===== src/sv/lobm_pkg.sv =====
package lobm_pkg;

    localparam int ORDERS_PER_SIDE_DEF = 32;
    localparam int PRICE_BITS_DEF      = 32;
    localparam logic [9:0] SLIP_RESET  = 10'd10;

    localparam logic [1:0] ST_TRADE  = 2'd0;
    localparam logic [1:0] ST_DONE   = 2'd1;
    localparam logic [1:0] ST_DROP   = 2'd2;
    localparam logic [1:0] ST_IMPACT = 2'd3;

    typedef struct packed {
        logic load;
        logic adj;
        logic imp;
        logic scan;
        logic rd;
        logic fill;
        logic rest;
        logic emit;
        logic close;
    } t_cmd;

    typedef struct packed {
        logic scan_busy;
        logic kind;
        logic can_fill;
        logic rest_ok;
    } t_sts;

endpackage


===== src/sv/lobm_ctrl.sv =====
module lobm_ctrl (
    input  logic          i_clk,
    input  logic          i_rst_n,
    input  logic          i_in_valid,
    output logic          o_in_stall,
    output logic          o_out_valid,
    input  logic          i_out_stall,
    input  lobm_pkg::t_sts i_sts,
    output lobm_pkg::t_cmd o_cmd
);

    typedef enum logic [2:0] {
        S_IDLE, S_ADJ, S_IMP, S_SCAN, S_WAIT, S_DECIDE, S_FILL
    } t_state;

    t_state r_state, n_state;
    logic   r_out_valid, n_out_valid;
    logic   r_pend, n_pend;
    logic   r_close, n_close;
    logic   r_final, n_final;
    logic   w_out_free;

    assign w_out_free  = !r_out_valid || !i_out_stall;
    assign o_in_stall  = (r_state != S_IDLE);
    assign o_out_valid = r_out_valid;

    always_comb begin
        n_state     = r_state;
        n_pend      = r_pend;
        n_close     = r_close;
        n_final     = r_final;
        n_out_valid = i_out_stall ? r_out_valid : 1'b0;
        o_cmd       = '0;
        unique case (r_state)
            S_IDLE: begin
                if (i_in_valid) begin
                    o_cmd.load = 1'b1;
                    n_state    = S_ADJ;
                end
            end
            S_ADJ: begin
                o_cmd.adj = 1'b1;
                n_pend    = 1'b0;
                n_state   = i_sts.kind ? S_IMP : S_SCAN;
            end
            S_IMP: begin
                o_cmd.imp = 1'b1;
                n_pend    = 1'b1;
                n_close   = 1'b0;
                n_final   = 1'b1;
                n_state   = S_SCAN;
            end
            S_SCAN: begin
                o_cmd.scan = 1'b1;
                n_state    = S_WAIT;
            end
            S_WAIT: begin
                if (!i_sts.scan_busy) begin
                    if (!r_pend) begin
                        n_state = S_DECIDE;
                    end else if (w_out_free) begin
                        o_cmd.emit  = 1'b1;
                        o_cmd.close = r_close;
                        n_out_valid = 1'b1;
                        n_pend      = 1'b0;
                        n_state     = r_final ? S_IDLE : S_DECIDE;
                    end
                end
            end
            S_DECIDE: begin
                if (i_sts.can_fill) begin
                    o_cmd.rd = 1'b1;
                    n_state  = S_FILL;
                end else if (i_sts.rest_ok) begin
                    o_cmd.rest = 1'b1;
                    n_pend     = 1'b1;
                    n_close    = 1'b1;
                    n_final    = 1'b1;
                    n_state    = S_SCAN;
                end else if (w_out_free) begin
                    o_cmd.emit  = 1'b1;
                    o_cmd.close = 1'b1;
                    n_out_valid = 1'b1;
                    n_state     = S_IDLE;
                end
            end
            S_FILL: begin
                o_cmd.fill = 1'b1;
                n_pend     = 1'b1;
                n_close    = 1'b0;
                n_final    = 1'b0;
                n_state    = S_SCAN;
            end
            default: n_state = S_IDLE;
        endcase
    end

    always_ff @(posedge i_clk) begin
        if (!i_rst_n) begin
            r_state     <= S_IDLE;
            r_out_valid <= 1'b0;
            r_pend      <= 1'b0;
            r_close     <= 1'b0;
            r_final     <= 1'b0;
        end else begin
            r_state     <= n_state;
            r_out_valid <= n_out_valid;
            r_pend      <= n_pend;
            r_close     <= n_close;
            r_final     <= n_final;
        end
    end

endmodule


===== config.mk =====
export PLATFORM = sky130hd
export DESIGN_NAME = lobm_ctrl
export DESIGN_NICKNAME = d
export VERILOG_FILES = /design/src/sv/lobm_pkg.sv /design/src/sv/lobm_ctrl.sv
export SDC_FILE = /design/constraint.sdc
export NUM_CORES = 1
export LEC_CHECK = 0
export ABC_AREA = 1
export BUFFER_PORTS_ARGS = -buffer_cell sky130_fd_sc_hd__clkbuf_2
export CAP_MARGIN = 0
export CORE_MARGIN = 3
export CORE_UTILIZATION = 30
export CTS_CLUSTER_DIAMETER = 60
export CTS_CLUSTER_SIZE = 30
export DETAILED_ROUTE_END_ITERATION = 10
export PLACE_DENSITY_LB_ADDON = 0.2
export SYNTH_ARGS = -nofsm -noshare
export SYNTH_HDL_FRONTEND = slang
export SYNTH_SLANG_ARGS = --single-unit

===== constraint.sdc =====
create_clock -name i_clk -period 1.6 [get_ports i_clk]
set_input_delay 0.08 -clock i_clk [delete_from_list [all_inputs] [get_ports i_clk]]
set_output_delay 0.08 -clock i_clk [all_outputs]
set_load 0.01 [all_outputs]

==> flow_summary_export.csv <==
group,metric,value,unit
cts,cts_made_buffers,3,
job,cap_violations,0,
detailed_routing,drc,0,
final_layout,n_antenna_cell,0,
final_layout,layout-drive-gt1-share,25.9,%
synthesis,synth_cells,96,
final_layout,multi_input_area,312,um^2
synthesis,yosysWarnings,0,
run_status,status,"complete, no violations",
synthesis,synth-seq-cells,7,
synthesis,synth_top_family_by_area,"simple AND/OR/NAND/NOR gates",
floorplan,initial_utilization,33.8,%
critical_path,rrSetupSlack,0.38,ns
critical_path,critPathRequiredTime,1.52,ns
cts,root_buffer,"clkbuf_4",
synthesis,avgSynthCellArea,5.62,um^2
detailed_routing,wirelength,1.33,mm
cts,hold_buffers,0,
floorplan,io_pins,19,
synthesis,synth_area_leaders,"dfxtp_1 26%, nand2_1 18%, nor2_1 13%",
synthesis,yosys-top-cells-count,"26 x nand2_1, 18 x nor2_1, 17 x inv_1",
hold_path,hold_start,"i_rst_n",
cts,clock_latency,0.25,ns
sta,maxSlewViolCount,0,
global_routing,antenna_found_initial,0,
synthesis,ys.flop_type,"dfxtp_1",
hold_path,whs_path_depth,3,
detailed_routing,drt-wirelength-per-cell,9.47,um
sta,min_period,1.47,ns
placed_design,place.gp.congestion,0.879,
cts,clk_path_buf_depth,2,
sta,whs,0.0728,ns
sta,worst_slew_pin_slew,0.274,ns
global_routing,grt_util_all_layers,12.1,%
critical_path,max_stage_delay,0.35,ns
synthesis,muxShareOfSynthArea,0,%
critical_path,cp_max_fo,8,
detailed_routing,drt_iter0_markers,26,
cts,clk_pin_slew,0.05,ns
synthesis,ys_seq_area_share,26.0,%
cts,htree_levels,1,
placed_design,dpl.hpwl,1.09,mm
critical_path,crit_type,"register to output port",
critical_path,rr_worst_depth,7,
floorplan,die_x,48.4,um
sta,finalHoldViolCount,0,
global_routing,grt_pass1_wl,2.27,mm
sta,fmax,0.681,GHz
synthesis,synth-simple-area-share,46.6,%
floorplan,rows,14,
synthesis,synthAdderAreaFrac,0,%
critical_path,slowest_stage,"dfxtp_2",
synthesis,syn-num-nets,104,
final_layout,fill_cells,174,
power,power_density,1530,mW/mm^2
final_layout,syn2layout_area_growth,24.4,%
synthesis,synth_edf_count,0,
synthesis,synth_top_area_cell,"dfxtp_1",
synthesis,yosysMostFrequentCell,"nand2_1",
synthesis,synth_compound_area_share,10.7,%
hold_path,holdPathEnd,"r_state[0]",
cts,tritoncts,"built",
critical_path,r2r-end,"r_state[0]",
power,p_total,1020,uW
final_layout,seqCellArea,145,um^2
detailed_routing,drt_pass1_iterations,5,
sta,relSlewSlack,81.7,%
floorplan,dieArea,0.00234,mm^2
global_routing,grt_pass1_vias,550,
critical_path,regToRegStartpoint,"r_state[0]",
hold_path,hp-class,"input port to register",
sta,finalCritPeriodShare,91.7,%
global_routing,grt_start_max_net_pins,13,
synthesis,async_flop_share,0,%
critical_path,cp.arrival,1.39,ns
power,max-vdd-ir-drop,606,uV
critical_path,path_cells,"inv_1 > nand2_1 > nor2_2 > nand3b_1 > o31ai_2 > buf_2",
detailed_routing,num_vias,642,
sta,setup_violations,0,
detailed_routing,drt-vias-per-instance,4.59,
synthesis,yosysTopAreaCellShare,26.0,%
power,p_leak,0.000382,uW
detailed_routing,postRouteAntennaNets,0,
placed_design,io_buffers,18,
final_layout,post-route-cell-area,671,um^2
critical_path,cp_num_buf_inv,2,
synthesis,netlist_area,539,um^2
synthesis,synth_xor_area_share,0,%
critical_path,startpoint_type,"register",
final_layout,finish.utilization,42.1,%
cts,numClockSinks,7,
global_routing,overflow,0,
cts,post_cts_buffers,0,
synthesis,synth_cell_type_count,14,
critical_path,cp-end-kind,"output port",
sta,clock_skew,0.000299,ns
floorplan,die_h,48.4,um
critical_path,crit_family,"flip-flops",
floorplan,core_area,0.00159,mm^2
placed_design,placed_cell_area,637,um^2
final_layout,fin_nets,125,
-- per-layer routing --
layer	global-route usage, %	routed length (um)	up-vias
met5	0	0	-
met4	1.42	5	0
met3	5.52	99	2
met2	19.3	628	29
met1	15.4	592	276
li1	-	-	335
-- worst max path at each step --
stage,startpoint,to,slack [ns],depth (start not counted)
3_5_place_dp,r_state[2],o_cmd[0],0.23,5
2_1_floorplan,r_state[1],o_cmd[1],0.44,6
4_1_cts,r_state[1],o_cmd[0],0.07,6
3_3_place_gp,r_state[2],o_cmd[0],0.29,5
5_1_grt,r_state[1],o_cmd[0],-0.02,6
6_report,r_state[1],o_cmd[0],0.13,6
-- layout make-up --
class | count | share of cell area, %
clock buffer | 4 | 3.92
inverter | 18 | 10.1
multi-input combinational | 69 | 46.5
sequential | 7 | 21.6
tap | 24 | 4.48
timing repair buffer | 18 | 13.4
-- state kept, by name, summed over array words and instances (netlist names) --
name         flops
r_state          3
r_final          1
r_pend           1
o_out_valid      1
r_close          1
-- worst register-to-register path, cell delays in order, from the launching register on --
cell     delay (ns)
dfxtp_1        0.47
nor2_1         0.12
nand3_1        0.14
nand2_1        0.08
nor2_2         0.12
nand2_1        0.06
nor2_1         0.08
nor2_1         0.04
-- through the flow --
stage          cells  setup slack [ns]  setup TNS, ns
3_3_place_gp     136             0.286              0
5_1_grt          140           -0.0219        -0.0219
6_report         140             0.132              0
3_5_place_dp     136             0.235              0
4_1_cts          140            0.0724              0
2_1_floorplan     96             0.436              0
-- cell families after synthesis --
group,Yosys count
AND/OR/NAND/NOR,59
buffers and inverters,20
AO/OA/AOI/OAI,10
flip-flops,7
-- cells in the final DEF (no fill, tap or decap), drive strengths merged --
master   n
nand2   26
nor2    21
clkbuf  21
inv     18
nand3   10
dfxtp    7
a21oi    5
o21ai    4
nor3     1
nand3b   1
o31ai    1
buf      1
-- report_power, final --
part / leakage (uW) / switching, uW / internal (uW) / total, uW
Combinational: 0.000309 / 340 / 197 / 537
Clock: 0.0000150 / 63.1 / 95.0 / 158
Sequential: 0.0000583 / 92.9 / 236 / 328
-- repair_timing --
item | CTS | global route
setup endpoints to repair | 2 | 2
gates resized for setup | 1 | 4
endpoints found under the hold margin | 0 | 0
Power figures use the tool's default switching activity.
